$ cat config.mk
export PLATFORM = sky130hd
export DESIGN_NAME = ste_cell
export DESIGN_NICKNAME = d
export VERILOG_FILES = /design/src/rtl/ste_pkg.sv /design/src/rtl/ste_cell.sv
export SDC_FILE = /design/constraint.sdc
export NUM_CORES = 1
export LEC_CHECK = 0
export BUFFER_PORTS_ARGS = -buffer_cell sky130_fd_sc_hd__buf_4
export CORE_ASPECT_RATIO = 0.5
export CORE_MARGIN = 10
export CORE_UTILIZATION = 30
export CTS_CLUSTER_DIAMETER = 120
export DETAILED_ROUTE_END_ITERATION = 8
export GPL_TIMING_DRIVEN = 0
export PLACE_DENSITY_LB_ADDON = 0.25
export SYNTH_ARGS = -nofsm -noshare
export SYNTH_HDL_FRONTEND = slang
export SYNTH_SLANG_ARGS = --single-unit
$ cat constraint.sdc
create_clock -name clk_i -period 3.7 [get_ports clk_i]
set_input_delay 0.185 -clock clk_i [delete_from_list [all_inputs] [get_ports clk_i]]
set_output_delay 0.185 -clock clk_i [all_outputs]
set_load 0.02 [all_outputs]
$ cat src/rtl/ste_pkg.sv
`default_nettype none
// ----------------------------------------------------------------------------
// ste_pkg
// Shared constants and types for the sorted tick event table.
// ----------------------------------------------------------------------------
package ste_pkg;

  localparam int unsigned TABLE_DEPTH = 64;
  localparam int unsigned COUNT_W     = $clog2(TABLE_DEPTH + 1);
  localparam int unsigned TICK_W      = 32;
  localparam int unsigned VALUE_W     = 16;

  localparam logic              REQ_SET  = 1'b0;
  localparam logic              REQ_GET  = 1'b1;
  localparam logic [VALUE_W-1:0] NO_VALUE = '1;

  typedef struct packed {
    logic               upd_en;
    logic               ins_en;
    logic [TICK_W-1:0]  tick;
    logic [VALUE_W-1:0] value;
  } ste_cmd_t;

  typedef struct packed {
    logic ins;
    logic le;
    logic eq;
  } ste_stat_t;

endpackage : ste_pkg
`default_nettype wire

$ cat src/rtl/ste_cell.sv
`default_nettype none
// ----------------------------------------------------------------------------
// ste_cell
// One table slot: compares its tick with the request tick, takes the new
// entry or its left neighbour's entry on insert, overwrites its value on a
// matching set.
// ----------------------------------------------------------------------------
module ste_cell
  import ste_pkg::*;
(
  input  wire  logic               clk_i,
  input  wire  logic               occ_i,
  input  wire  ste_cmd_t           cmd_i,
  input  wire  logic               prev_ins_i,
  input  wire  logic [TICK_W-1:0]  prev_tick_i,
  input  wire  logic [VALUE_W-1:0] prev_value_i,
  output logic [TICK_W-1:0]        tick_o,
  output logic [VALUE_W-1:0]       value_o,
  output ste_stat_t                stat_o
);

  logic [TICK_W-1:0]  tick_q, tick_d;
  logic [VALUE_W-1:0] value_q, value_d;

  always_comb begin
    stat_o.eq  = occ_i && (tick_q == cmd_i.tick);
    stat_o.le  = occ_i && (tick_q <= cmd_i.tick);
    stat_o.ins = !occ_i || (tick_q >= cmd_i.tick);
  end

  always_comb begin
    tick_d  = tick_q;
    value_d = value_q;
    if (cmd_i.ins_en && stat_o.ins) begin
      if (prev_ins_i) begin
        tick_d  = prev_tick_i;
        value_d = prev_value_i;
      end else begin
        tick_d  = cmd_i.tick;
        value_d = cmd_i.value;
      end
    end else if (cmd_i.upd_en && stat_o.eq) begin
      value_d = cmd_i.value;
    end
  end

  always_ff @(posedge clk_i) begin
    tick_q  <= tick_d;
    value_q <= value_d;
  end

  assign tick_o  = tick_q;
  assign value_o = value_q;

endmodule : ste_cell
`default_nettype wire
* Word-level counts from Yosys, hierarchy flattened *
Index checks and enable logic that the tools add are counted.

cells by class
  muxes and demuxes = 4
  $lt $le $gt $ge = 2
  equality and inequality tests = 1
  reduce and logical (&&, ||, !) cells = 7

operators by type and width
  kind                                count
  2-to-1 mux 16 bit                   3
  == test 32 bit                      1
  greater-or-equal comparator 32 bit  1
  less-or-equal comparator 32 bit     1
  2-to-1 mux 32 bit                   1
  logical AND 1 bit                   4
  nonzero test 2 bit                  1
  zero test 1 bit                     1
  logical OR 1 bit                    1

storage, ports and cells
  logic and storage cells = 16
  input port bits = 101
  register bits after elaboration = 48
  output and inout port bits = 51

* Depth between registers and ports, before layout *
Gate-level depths: netlist of the first run.

  depth after elaboration = 5
  gate-level depth with buffers = 9
  depth with buffers taken out = 8

* Worst setup path after synthesis of the first run *
No wires, ideal clock.

  path kind = reg2reg
  start = register tick_q[14] (netlist: tick_o[14])
  end = register value_q[0] (netlist: value_o[0]), enable pin
  arrival = 3.102 ns
  setup slack = 0.231 ns
  setup time = 0.367 ns
  cell stages (with the launch flop) = 7
  path buffers = 0
  clock period less this slack = 3.469 ns
  path through = edfxtp_1 ha_1 nand4_2 or4_1 a41oi_2 o21a_1 a21o_1

on the way
  longest elaborated chain between the ends = 4

RTL lines
  item                                                                  line                            text
  from (decl)                                                           ste_cell.sv:22                  logic [TICK_W-1:0] tick_q, tick_d;
  from (signal assigned)                                                ste_cell.sv:48                  tick_q <= tick_d;
  greater-or-equal comparator 32 bit or == test 32 bit (tied branches)  ste_cell.sv:28, ste_cell.sv:26
  logical OR 1 bit or logical AND 1 bit (tied branches)                 ste_cell.sv:28, ste_cell.sv:26
  logical AND 1 bit, on equally long branches                           ste_cell.sv:34, ste_cell.sv:42
  nonzero test 2 bit (no source line) (*)                               --
  to (signal assigned)                                                  ste_cell.sv:49                  value_q <= value_d;
  to (decl)                                                             ste_cell.sv:23                  logic [VALUE_W-1:0] value_q, value_d;

Every way passes the cells marked *; elsewhere a longest branch is shown, timed or not.
A chain may end at the register's enable or synchronous reset.

* Worst setup path after layout of the first run *
  start = register tick_q[27] (netlist: tick_o[27])
  end = register value_q[6] (netlist: value_o[6]), enable pin

The elaborated chain is that of the path after synthesis.

==> results of run 1 <==
==> power by group <==
group          internal (mW)  leakage (nW)  switching [mW]
combinational          0.195          1.53           0.200
sequential             0.654         0.461          0.0186
clock                  0.249        0.0645           0.202
total                   1.10          2.06           0.420
==> metrics by stage <==
| step | total power, mW | worst slack, ns | TNS (ns) | instances |
|---|---|---|---|---|
| finish | 1.52 | 0.347 | 0 | 552 |
| global route | 1.60 | 0.0141 | 0 | 552 |
| CTS | 1.54 | 0.0462 | 0 | 552 |
| detailed placement | 1.08 | 0.0711 | 0 | 544 |
| global placement | 1.08 | -0.382 | -6.11 | 544 |
| floorplan | 0.889 | 0.231 | 0 | 259 |
==> placed cells by master, fill, tap and decap left out, types with 2 or more instances in the layout <==
cell type,instances
sky130_fd_sc_hd__mux2_2,7
sky130_fd_sc_hd__o21ai_0,37
sky130_fd_sc_hd__buf_4,150
sky130_fd_sc_hd__clkbuf_1,7
sky130_fd_sc_hd__a211oi_1,2
sky130_fd_sc_hd__o211ai_1,2
sky130_fd_sc_hd__nand2_1,36
sky130_fd_sc_hd__ha_1,32
sky130_fd_sc_hd__inv_1,35
sky130_fd_sc_hd__clkbuf_16,5
sky130_fd_sc_hd__nor4_1,2
sky130_fd_sc_hd__a21oi_1,10
sky130_fd_sc_hd__edfxtp_1,48
sky130_fd_sc_hd__a21o_1,4
sky130_fd_sc_hd__nor2_1,4
sky130_fd_sc_hd__mux2_4,10
sky130_fd_sc_hd__nand4_1,7
==> logic make-up after synthesis <==
logic type | after synthesis
adders and majority gates | 32
buffers and inverters | 43
DFF | 48
muxes | 17
AOI/OAI and AO/OA | 64
and+or+nand+nor | 55
==> cell type report <==
type                       count  share of cell area
tap                          135              0.0389
clock buffer                   6              0.0297
timing repair buffer         150               0.259
inverter                      35              0.0302
multi-input combinational    168               0.299
clock inverter                 2             0.00259
buffer                         8             0.00893
sequential                    48               0.332
==> state kept, by name (all words and copies together), names as in the netlist <==
name and count:
value_o 16, tick_o 32
==> worst min path at each step <==
| stage | from | endpoint | slack (ns) | depth (start not counted) |
|---|---|---|---|---|
| 2_1_floorplan | prev_tick_i[30] | tick_o[30] | 0.37 | 2 |
| 3_3_place_gp | prev_tick_i[5] | tick_o[5] | 0.46 | 3 |
| 3_5_place_dp | prev_tick_i[16] | tick_o[16] | 0.47 | 3 |
| 4_1_cts | prev_tick_i[16] | tick_o[16] | 0.17 | 3 |
| 5_1_grt | prev_tick_i[26] | tick_o[26] | 0.17 | 3 |
| 6_report | prev_tick_i[7] | tick_o[7] | 0.17 | 3 |
==> metal layers <==
layer | part of all wire | global-route usage
met5 | 0 | 0
met4 | 0.0073 | 0.0267
met1 | 0.42 | 0.137
met3 | 0.054 | 0.0391
met2 | 0.52 | 0.223
==> worst max-delay path: cells and delay by family, from the launching register on <==
family          cells  cell delay [ns]
compound gates      5             2.20
flops               1             0.40
simple gates        1             0.06
fa+ha+maj           1             0.33
==> out/metrics.json, run 1 <==
{
  "post_synth_xor_area_fraction": {"value": 0},
  "grt_pass1_vias": {"value": 2666},
  "antenna-diode-count": {"value": 0},
  "floorplan.io_pins": {"value": 152},
  "slew_headroom": {"value": 0.551},
  "critPathMaxFanout": {"value": 33},
  "area_delta_synth_final": {"value": 49.7, "unit": "%"},
  "grt_first_pass_wirelength": {"value": 13800, "unit": "um"},
  "layout.cell_area.non_filler": {"value": 4340, "unit": "sq um"},
  "cts-buffers-inserted": {"value": 5},
  "crit_path_end": {"value": "value_o[6]"},
  "globalplace.congestion": {"value": 0.750},
  "cts-resized-gates": {"value": 0},
  "hold_viol": {"value": 0},
  "wl_per_cell": {"value": 16.2, "unit": "um"},
  "area.sequential": {"value": 1440, "unit": "sq um"},
  "total_routing_usage_gr": {"value": 0.122},
  "clkLatencyLatePin": {"value": 0.29, "unit": "ns"},
  "drtPass1Iterations": {"value": 6},
  "synth_largest_type_area_fraction": {"value": 0.497},
  "fin_crit_sh": {"value": 0.906},
  "ys_seq_area_frac": {"value": 0.497},
  "synth_ff_type": {"value": "sky130_fd_sc_hd__edfxtp_1"},
  "postSynthNetCount": {"value": 392},
  "crit_path_cell_trace": {"value": "ha_1 -> nand2_1 -> o21ai_0 -> o21bai_1 -> o211ai_1 -> o21a_4 -> a21o_1"},
  "fin_util": {"value": 0.460},
  "drv_slew": {"value": 0},
  "yosys.area_share.adder": {"value": 0.138},
  "synth.avg_cell_area": {"value": 11.2, "unit": "sq um"},
  "synth_enable_flop_cells": {"value": 48},
  "placeableCoreArea": {"value": 9450, "unit": "sq um"},
  "cts.repair_timing.setup_buffer_count": {"value": 0},
  "synth_async_sr_flop_share": {"value": 0},
  "worstReg2RegStart": {"value": "tick_o[27]"},
  "numPortBuffers": {"value": 150},
  "ys_top_cells_by_area": {"value": "sky130_fd_sc_hd__edfxtp_1, sky130_fd_sc_hd__ha_1, sky130_fd_sc_hd__o21ai_0, sky130_fd_sc_hd__mux2_4, sky130_fd_sc_hd__nand2_1"},
  "p_per_area": {"value": 350, "unit": "nW/um^2"},
  "reg2reg_slack": {"value": 0.35, "unit": "ns"},
  "placement_rows": {"value": 25},
  "half_perimeter_wire_length_after_placement": {"value": 7380, "unit": "um"},
  "worst_setup_hold_path_clk_slew": {"value": 0.07, "unit": "ns"},
  "r2r_cells": {"value": 7},
  "arrival": {"value": 3.28, "unit": "ns"},
  "setup.worst_path.end_class": {"value": "flip-flop"},
  "drt-initial-drc-count": {"value": 115},
  "placedInstanceArea": {"value": 4200, "unit": "sq um"},
  "synth_compound_area_frac": {"value": 0.141},
  "wl": {"value": 8940, "unit": "um"},
  "via_per_inst": {"value": 4.47},
  "skew": {"value": 0.00600, "unit": "ns"},
  "crit_required": {"value": 3.62, "unit": "ns"},
  "cts_num_sinks": {"value": 48},
  "total_grt_overflow": {"value": 0},
  "h_tree_depth": {"value": 2},
  "maxCapViolations": {"value": 0},
  "critPathLaunchType": {"value": "flip-flop"},
  "critical_path.slowest_cell": {"value": "sky130_fd_sc_hd__a21o_1"},
  "multi_input_comb_area": {"value": 1300, "unit": "sq um"},
  "power.ir.vdd_worst": {"value": 0.000179, "unit": "V"},
  "max_slew.worst_pin.slew": {"value": 0.667, "unit": "ns"},
  "warning_count_from_the_yosys_run": {"value": 0},
  "rsz0062_at_grt": {"value": "false"},
  "antenna_violating_nets_post_route": {"value": 0},
  "ctsRootBufferMaster": {"value": "sky130_fd_sc_hd__clkbuf_16"},
  "syn_inst": {"value": 259},
  "ctsHoldBuffers": {"value": 0},
  "fmax": {"value": 298, "unit": "MHz"},
  "total_leakage_power": {"value": 2.06, "unit": "nW"},
  "holdWs": {"value": 0.171, "unit": "ns"},
  "slowest_delay": {"value": 0.56, "unit": "ns"},
  "antenna_found_initial": {"value": 0},
  "ys_types": {"value": 31},
  "synth_top_family_by_area": {"value": "compound AO/OA/AOI/OAI gates"},
  "initial_standard_cell_utilization_of_the_core": {"value": 0.307},
  "netlist_top_cells_count": {"value": "sky130_fd_sc_hd__edfxtp_1, sky130_fd_sc_hd__o21ai_0, sky130_fd_sc_hd__nand2_1"},
  "die_w": {"value": 159, "unit": "um"},
  "layout_cell_share_with_drive_strength_beyond_1": {"value": 0.434},
  "fillerInstances": {"value": 945},
  "final_net_count": {"value": 549},
  "crit_type": {"value": "reg -> reg"},
  "synth_mux_area_frac": {"value": 0.0789},
  "die_area": {"value": 14200, "unit": "sq um"},
  "launching_element_of_the_worst_setup_path": {"value": "tick_o[27]"},
  "worstHoldPathType": {"value": "in -> reg"},
  "tritoncts": {"value": "built"},
  "synth-simple-area-share": {"value": 0.0862},
  "area_of_the_mapped_netlist": {"value": 2900, "unit": "sq um"},
  "run_status": {"value": "completed"},
  "capture_instance_of_the_worst_register_to_register_path": {"value": "value_o[6]"},
  "synth_most_common_cell": {"value": "sky130_fd_sc_hd__edfxtp_1"},
  "synth.ff_latch_count": {"value": 48},
  "num_vias": {"value": 2466},
  "endpoints_failing_setup": {"value": 0},
  "clockBufferDepth": {"value": 2},
  "period_minus_ws_final": {"value": 3.35, "unit": "ns"},
  "grt_start_max_net_pins": {"value": 34},
  "synthDominantAreaCellType": {"value": "sky130_fd_sc_hd__edfxtp_1"},
  "route.detailed.drc": {"value": 0},
  "floorplan.die.height": {"value": 89.5, "unit": "um"}
}
(Power assumes the default switching activity.)
==> run 2: changes to the inputs <==
Clock period 3.7 ns to 3.4 ns, I/O delays scaled along.
==> out/metrics.json, run 2 (same netlist as run 1, synthesis figures left out) <==
{
  "run_status": {"value": "completed"},
  "grt_pass1_vias": {"value": 2608, "change": "-2.2%"},
  "crit_type": {"value": "reg -> reg"},
  "cts.repair_timing.setup_buffer_count": {"value": 0, "change": "unchanged"},
  "tritoncts": {"value": "built"},
  "arrival": {"value": 3.03, "unit": "ns", "change": "-0.25 ns"},
  "final_cell_mix": {"value": "sky130_fd_sc_hd__buf_4, sky130_fd_sc_hd__edfxtp_1, sky130_fd_sc_hd__o21ai_0, sky130_fd_sc_hd__nand2_1, sky130_fd_sc_hd__inv_1"},
  "rsz0062_at_grt": {"value": "false"},
  "num_vias": {"value": 2448, "change": "-0.73%"},
  "floorplan.die.height": {"value": 89.5, "unit": "um", "change": "unchanged"},
  "final_instance_count_excl_fillers": {"value": 552, "change": "unchanged"},
  "setup.worst_path.end_class": {"value": "flip-flop"},
  "half_perimeter_wire_length_after_placement": {"value": 7170, "unit": "um", "change": "-2.7%"},
  "maxCapViolations": {"value": 0, "change": "unchanged"},
  "route.detailed.drc": {"value": 0, "change": "unchanged"},
  "wl": {"value": 8800, "unit": "um", "change": "-1.6%"},
  "ctsHoldBuffers": {"value": 0, "change": "unchanged"},
  "die_w": {"value": 159, "unit": "um", "change": "unchanged"},
  "p_per_area": {"value": 380, "unit": "nW/um^2", "change": "+8.8%"},
  "placed_cells_incl_taps": {"value": 544, "change": "unchanged"},
  "antenna_violating_nets_post_route": {"value": 0, "change": "unchanged"},
  "power.ir.vdd_worst": {"value": 0.000194, "unit": "V", "change": "+8.5%"},
  "cts_num_sinks": {"value": 48, "change": "unchanged"},
  "wl_per_cell": {"value": 15.9, "unit": "um", "change": "-1.6%"},
  "floorplan.io_pins": {"value": 152, "change": "unchanged"},
  "area_delta_synth_final": {"value": 50.1, "unit": "%"},
  "period_minus_ws_final": {"value": 3.08, "unit": "ns", "change": "-0.269 ns"},
  "critPathLaunchType": {"value": "flip-flop"},
  "fin_util": {"value": 0.461, "change": "+0.00119"},
  "largest_register_ffs": {"value": 32, "change": "unchanged"},
  "antenna-diode-count": {"value": 0, "change": "unchanged"},
  "hold_viol": {"value": 0, "change": "unchanged"},
  "grt_first_pass_wirelength": {"value": 13200, "unit": "um", "change": "-4.1%"},
  "max_slew.worst_pin.slew": {"value": 0.533, "unit": "ns", "change": "-0.134 ns"},
  "antenna_found_initial": {"value": 0, "change": "unchanged"},
  "cts-buffers-inserted": {"value": 5, "change": "unchanged"},
  "ctsRootBufferMaster": {"value": "sky130_fd_sc_hd__clkbuf_16"},
  "drv_slew": {"value": 0, "change": "unchanged"},
  "drtPass1Iterations": {"value": 7, "change": "+1"},
  "mostFrequentLayoutCell": {"value": "sky130_fd_sc_hd__buf_4"},
  "total_grt_overflow": {"value": 0, "change": "unchanged"},
  "multi_input_comb_area": {"value": 1310, "unit": "sq um", "change": "+0.58%"},
  "initial_standard_cell_utilization_of_the_core": {"value": 0.307, "change": "unchanged"},
  "critPathMaxFanout": {"value": 33, "change": "unchanged"},
  "area.sequential": {"value": 1440, "unit": "sq um", "change": "unchanged"},
  "total_leakage_power": {"value": 2.06, "unit": "nW", "change": "-0.13%"},
  "final_net_count": {"value": 549, "change": "unchanged"},
  "h_tree_depth": {"value": 2, "change": "unchanged"},
  "layout_cell_share_with_drive_strength_beyond_1": {"value": 0.441, "change": "+0.00719"},
  "skew": {"value": 0.00476, "unit": "ns", "change": "-0.00124 ns"},
  "numPortBuffers": {"value": 150, "change": "unchanged"},
  "die_area": {"value": 14200, "unit": "sq um", "change": "unchanged"},
  "crit_required": {"value": 3.35, "unit": "ns", "change": "-0.27 ns"},
  "fin_setup_tns": {"value": 0, "unit": "ns", "change": "unchanged"},
  "cts-resized-gates": {"value": 1, "change": "+1"},
  "endpoints_failing_setup": {"value": 0, "change": "unchanged"},
  "worstHoldPathType": {"value": "in -> reg"},
  "slew_headroom": {"value": 0.641, "change": "+0.0903"},
  "fillerInstances": {"value": 923, "change": "-2.3%"},
  "globalplace.congestion": {"value": 0.749, "change": "-0.15%"},
  "design_power_total": {"value": 1.66, "unit": "mW", "change": "+9.1%"},
  "fmax": {"value": 324, "unit": "MHz", "change": "+8.7%"},
  "placeableCoreArea": {"value": 9450, "unit": "sq um", "change": "unchanged"},
  "worst_setup_hold_path_clk_slew": {"value": 0.07, "unit": "ns", "change": "about the same"},
  "grt_start_max_net_pins": {"value": 34, "change": "unchanged"},
  "drt-initial-drc-count": {"value": 132, "change": "+15%"},
  "placement_rows": {"value": 25, "change": "unchanged"},
  "clockBufferDepth": {"value": 2, "change": "unchanged"},
  "via_per_inst": {"value": 4.43, "change": "-0.73%"},
  "fin_crit_sh": {"value": 0.907, "change": "about the same"},
  "total_routing_usage_gr": {"value": 0.116, "change": "-0.00535"},
  "clkLatencyLatePin": {"value": 0.29, "unit": "ns", "change": "about the same"}
}
## run 2: routing by layer
| metal | wire (um) | up-vias | global-route usage |
|---|---|---|---|
| met4 | 29 | 0 | 0.0175 |
| met5 | 0 | - | 0 |
| met1 | 3630 | 1132 | 0.132 |
| met3 | 583 | 2 | 0.0427 |
| met2 | 4560 | 63 | 0.212 |
| li1 | - | 1251 | - |
## run 2: area by class of cell
cell class / count / area share
Inverter: 35 / 0.0302
Clock buffer: 5 / 0.0287
Multi-Input combinational cell: 168 / 0.300
Tap cell: 135 / 0.0388
Timing Repair Buffer: 150 / 0.259
Buffer: 8 / 0.00891
Sequential cell: 48 / 0.331
Clock inverter: 3 / 0.00431
## run 2: path summary, 6_finish.rpt
path	start	endpoint	slack, ns	cells past startpoint
max	tick_o[9]	value_o[7]	0.32	6
min	prev_tick_i[20]	tick_o[20]	0.16	3
max reg2reg	tick_o[9]	value_o[7]	0.32	6
min reg2reg	tick_o[31]	value_o[3]	1.31	5
## run 2: critical path, stage by stage (launching register included)
cell and delay, ns:
sky130_fd_sc_hd__edfxtp_1 0.39, sky130_fd_sc_hd__ha_1 0.31, sky130_fd_sc_hd__nand4_1 0.21, sky130_fd_sc_hd__or4_1 0.57, sky130_fd_sc_hd__a41oi_2 0.34, sky130_fd_sc_hd__o21a_4 0.51, sky130_fd_sc_hd__a21o_2 0.41
## run 2: metrics by stage
stage               worst slack [ns]  hold WS (ns)  cell area [sq um]
floorplan                      0.242         0.357               2900
global placement              -0.157         0.447               4200
detailed placement            -0.192         0.453               4200
CTS                           0.0226         0.152               4350
global route                  0.0592         0.154               4360
finish                         0.316         0.155               4360
## run 2: power by group
part           switching, mW  leakage [nW]  internal [mW]  total (mW)
clock                  0.227        0.0635          0.271       0.498
sequential            0.0201         0.461          0.712       0.732
combinational          0.215          1.53          0.212       0.427
==> run 3: changes to the inputs <==
Settings changed: ABC_AREA set to 1, GPL_TIMING_DRIVEN 0 to not set, REMOVE_ABC_BUFFERS set to 1.
==> out/metrics.json, run 3 <==
{
  "finalWorstSetupSlack": {"value": 0.735, "unit": "ns", "change": "+0.419 ns"},
  "fillerInstances": {"value": 1020, "change": "+11%"},
  "warning_count_from_the_yosys_run": {"value": 0, "change": "unchanged"},
  "final_cell_mix": {"value": "sky130_fd_sc_hd__buf_4, sky130_fd_sc_hd__nand2_1, sky130_fd_sc_hd__edfxtp_1, sky130_fd_sc_hd__inv_1"},
  "synth_ff_type": {"value": "sky130_fd_sc_hd__edfxtp_1"},
  "netlist_top_cells_count": {"value": "sky130_fd_sc_hd__nand2_1, sky130_fd_sc_hd__edfxtp_1, sky130_fd_sc_hd__inv_1"},
  "worstHoldPathType": {"value": "in -> reg"},
  "power.share.switching": {"value": 0.280, "change": "+0.00144"},
  "endpoints_failing_setup": {"value": 0, "change": "unchanged"},
  "combinational_cell_fraction_of_total_power": {"value": 0.266, "change": "+0.008"},
  "hold_path.startpoint": {"value": "cmd_i[10]"},
  "critPathLaunchType": {"value": "flip-flop"},
  "p_clk_frac": {"value": 0.319, "change": "+0.019"},
  "fin_crit_sh": {"value": 0.784, "change": "-0.123"},
  "synth_top_family_by_area": {"value": "simple AND/OR/NAND/NOR gates"},
  "cts_num_sinks": {"value": 48, "change": "unchanged"},
  "post_synth_xor_area_fraction": {"value": 0, "change": "unchanged"},
  "worstReg2RegStart": {"value": "tick_o[6]"},
  "highest-signal-layer": {"value": "met4"},
  "synth_compound_area_frac": {"value": 0.0878, "change": "-0.0537"},
  "power.ir.vdd_worst": {"value": 0.000185, "unit": "V", "change": "-4.7%"},
  "netSwitchingPower": {"value": 0.501, "unit": "mW", "change": "+8.4%"},
  "pre_cts_ws": {"value": 0.652, "unit": "ns", "change": "+0.844 ns"},
  "design_power_total": {"value": 1.79, "unit": "mW", "change": "+7.8%"},
  "largest_register_ffs": {"value": 32, "change": "unchanged"},
  "total_routing_usage_gr": {"value": 0.110, "change": "-0.00568"},
  "total_leakage_power": {"value": 2.24, "unit": "nW", "change": "+8.9%"},
  "area_of_the_mapped_netlist": {"value": 3190, "unit": "sq um", "change": "+10%"},
  "placedInstanceArea": {"value": 4430, "unit": "sq um", "change": "+5.4%"},
  "ys_seq_area_frac": {"value": 0.451, "change": "-0.0454"},
  "num_vias": {"value": 2658, "change": "+8.6%"},
  "crit_type": {"value": "reg -> reg"},
  "globalplace.congestion": {"value": 0.752, "change": "+0.49%"},
  "mostFrequentLayoutCell": {"value": "sky130_fd_sc_hd__buf_4"},
  "cp_num_buf_inv": {"value": 1, "change": "+1"},
  "clockBufferDepth": {"value": 2, "change": "unchanged"},
  "fin_util": {"value": 0.447, "change": "-0.0142"},
  "h_tree_depth": {"value": 2, "change": "unchanged"},
  "layout_cell_share_with_drive_strength_beyond_1": {"value": 0.430, "change": "-0.0115"},
  "grt_start_max_net_pins": {"value": 80, "change": "+140%"},
  "initial_standard_cell_utilization_of_the_core": {"value": 0.311, "change": "+0.00346"},
  "seqPwrFrac": {"value": 0.414, "change": "-0.028"},
  "antenna_violating_nets_post_route": {"value": 0, "change": "unchanged"},
  "wl_per_cell": {"value": 14.4, "unit": "um", "change": "-9.9%"},
  "final_net_count": {"value": 616, "change": "+12%"},
  "met2_wirelength": {"value": 4520, "unit": "um", "change": "-0.92%"},
  "antenna_found_initial": {"value": 0, "change": "unchanged"},
  "placeableCoreArea": {"value": 10300, "unit": "sq um", "change": "+8.8%"},
  "run_status": {"value": "completed"},
  "p_per_area": {"value": 389, "unit": "nW/um^2", "change": "+2.2%"},
  "rsz0062_at_grt": {"value": "false"},
  "die_area": {"value": 15400, "unit": "sq um", "change": "+8.3%"},
  "worst_setup_hold_path_clk_slew": {"value": 0.07, "unit": "ns", "change": "about the same"},
  "period_minus_ws_final": {"value": 2.67, "unit": "ns", "change": "-0.419 ns"},
  "hold_critical_path_endpoint": {"value": "value_o[10]"},
  "crit_required": {"value": 3.32, "unit": "ns", "change": "-0.03 ns"},
  "drtPass1Iterations": {"value": 4, "change": "-3"},
  "drv_slew": {"value": 0, "change": "unchanged"},
  "wl": {"value": 8960, "unit": "um", "change": "+1.8%"},
  "synth_largest_type_area_fraction": {"value": 0.451, "change": "-0.0454"},
  "ys_top_cells_by_area": {"value": "sky130_fd_sc_hd__edfxtp_1, sky130_fd_sc_hd__ha_1, sky130_fd_sc_hd__nand2_1, sky130_fd_sc_hd__mux2_2, sky130_fd_sc_hd__o21ai_0"},
  "r2r_cells": {"value": 9, "change": "+3"},
  "antenna-diode-count": {"value": 0, "change": "unchanged"},
  "tritoncts": {"value": "built"},
  "cts.repair_timing.setup_buffer_count": {"value": 0, "change": "unchanged"},
  "synth_most_common_cell": {"value": "sky130_fd_sc_hd__nand2_1"},
  "yosys.area_share.adder": {"value": 0.125, "change": "-0.0126"},
  "arrival": {"value": 2.58, "unit": "ns", "change": "-0.45 ns"},
  "clkLatencyLatePin": {"value": 0.29, "unit": "ns", "change": "about the same"},
  "setup.worst_path.end_class": {"value": "flip-flop"},
  "synth-simple-area-share": {"value": 0.202, "change": "+0.116"},
  "reg2reg_slack": {"value": 0.73, "unit": "ns", "change": "+0.42 ns"},
  "area_delta_synth_final": {"value": 43.8, "unit": "%"},
  "via_per_inst": {"value": 4.26, "change": "-3.9%"},
  "min_path_cells": {"value": 3, "change": "unchanged"},
  "fin_setup_tns": {"value": 0, "unit": "ns", "change": "unchanged"},
  "syn_inst": {"value": 338, "change": "+31%"},
  "slowest_delay": {"value": 0.59, "unit": "ns", "change": "+0.02 ns"},
  "cts-buffers-inserted": {"value": 5, "change": "unchanged"},
  "cpMostUsedCell": {"value": "sky130_fd_sc_hd__nor2_2"},
  "internal_power": {"value": 1.29, "unit": "mW", "change": "+7.6%"},
  "route.detailed.drc": {"value": 0, "change": "unchanged"},
  "placement_rows": {"value": 26, "change": "+4.0%"},
  "cts-resized-gates": {"value": 0, "change": "-1"},
  "numPortBuffers": {"value": 151, "change": "+0.67%"},
  "floorplan.io_pins": {"value": 152, "change": "unchanged"},
  "ctsHoldBuffers": {"value": 0, "change": "unchanged"},
  "floorplan.die.height": {"value": 93.0, "unit": "um", "change": "+3.8%"},
  "synth_enable_flop_cells": {"value": 48, "change": "unchanged"},
  "fmax": {"value": 375, "unit": "MHz", "change": "+16%"},
  "ys_types": {"value": 26, "change": "-16%"},
  "synth.ff_latch_count": {"value": 48, "change": "unchanged"},
  "capture_instance_of_the_worst_register_to_register_path": {"value": "tick_o[8]"},
  "synthDominantAreaCellType": {"value": "sky130_fd_sc_hd__edfxtp_1"},
  "critPathMaxFanout": {"value": 32, "change": "-3.0%"},
  "max_slew.worst_pin.slew": {"value": 0.760, "unit": "ns", "change": "+0.227 ns"},
  "layout.cell_area.non_filler": {"value": 4590, "unit": "sq um", "change": "+5.5%"},
  "routedLengthMet1": {"value": 3810, "unit": "um", "change": "+5.2%"},
  "skew": {"value": 0.00374, "unit": "ns", "change": "-0.00102 ns"},
  "grt_pass1_vias": {"value": 2804, "change": "+7.5%"},
  "maxCapViolations": {"value": 0, "change": "unchanged"},
  "die_w": {"value": 166, "unit": "um", "change": "+4.3%"},
  "synth.avg_cell_area": {"value": 9.45, "unit": "sq um", "change": "-16%"},
  "ctsRootBufferMaster": {"value": "sky130_fd_sc_hd__clkbuf_16"},
  "synth_async_sr_flop_share": {"value": 0, "change": "unchanged"},
  "met3_wirelength": {"value": 559, "unit": "um", "change": "-4.1%"},
  "half_perimeter_wire_length_after_placement": {"value": 7160, "unit": "um", "change": "-0.20%"},
  "critical_path.top_delay_family": {"value": "simple AND/OR/NAND/NOR gates"},
  "drt-initial-drc-count": {"value": 79, "change": "-40%"},
  "slew_headroom": {"value": 0.493, "change": "-0.148"},
  "hold_viol": {"value": 0, "change": "unchanged"},
  "grt_first_pass_wirelength": {"value": 14000, "unit": "um", "change": "+6.0%"},
  "total_grt_overflow": {"value": 0, "change": "unchanged"},
  "crit_path_cell_trace": {"value": "ha_1 -> nand2_1 -> nor2_2 -> nand4_1 -> nor2_2 -> a21boi_2 -> nand3_4 -> nand2_8 -> inv_2"},
  "synth_mux_area_frac": {"value": 0.0600, "change": "-0.0190"},
  "critical_path.slowest_cell": {"value": "sky130_fd_sc_hd__inv_2"}
}
-- run 3: power by group through the flow --
stage / combinational, mW / clock, mW / sequential (mW)
6_report: 0.475 / 0.571 / 0.740
3_5_place_dp: 0.485 / 0 / 0.753
4_1_cts: 0.487 / 0.589 / 0.741
3_3_place_gp: 0.483 / 0 / 0.752
2_1_floorplan: 0.192 / 0 / 0.810
5_1_grt: 0.531 / 0.616 / 0.746
-- run 3: worst min-delay path, delay by kind of cell --
| family | cells | cell delay (ns) |
|---|---|---|
| simple gates | 2 | 0.09 |
| buf+inv | 1 | 0.09 |
-- run 3: worst max-delay path by stage --
stage / from / end / slack, ns / cells past startpoint
floorplan: tick_o[23] / value_o[0] / 0.97 / 9
global placement: tick_o[6] / tick_o[3] / 0.69 / 9
detailed placement: tick_o[6] / tick_o[0] / 0.65 / 9
CTS: tick_o[6] / tick_o[0] / 0.65 / 9
global route: tick_o[15] / tick_o[8] / 0.45 / 9
finish: tick_o[6] / tick_o[8] / 0.73 / 9
-- run 3: stage by stage --
stage,hold slack (ns),cells
final,0.153,624
after global routing,0.148,624
after CTS,0.143,624
after detailed placement,0.449,616
after global placement,0.445,616
after floorplan,0.345,325
-- run 3: area by class of cell --
class | instances | area (sq um) | share of cell area
Multi-Input combinational cell | 235 | 1520 | 0.330
Sequential cell | 48 | 1440 | 0.314
Timing Repair Buffer | 151 | 1130 | 0.247
Tap cell | 140 | 175 | 0.0381
Inverter | 42 | 158 | 0.0343
Clock buffer | 5 | 125 | 0.0272
Clock inverter | 3 | 42.5 | 0.00926
-- run 3: cell families (layout without fill, tap and decap cells) --
family,after synthesis,in the layout
multiplexers,17,17
buffers and inverters,55,201
flip-flops,48,48
AND/OR/NAND/NOR,135,135
adder cells (fa/ha/maj),32,32
AO/OA/AOI/OAI,51,51
-- run 3: routing by layer --
metal | track usage | up-vias
met2 | 0.194 | 70
li1 | - | 1429
met3 | 0.0384 | 4
met4 | 0.0249 | 0
met5 | 0 | -
met1 | 0.128 | 1155
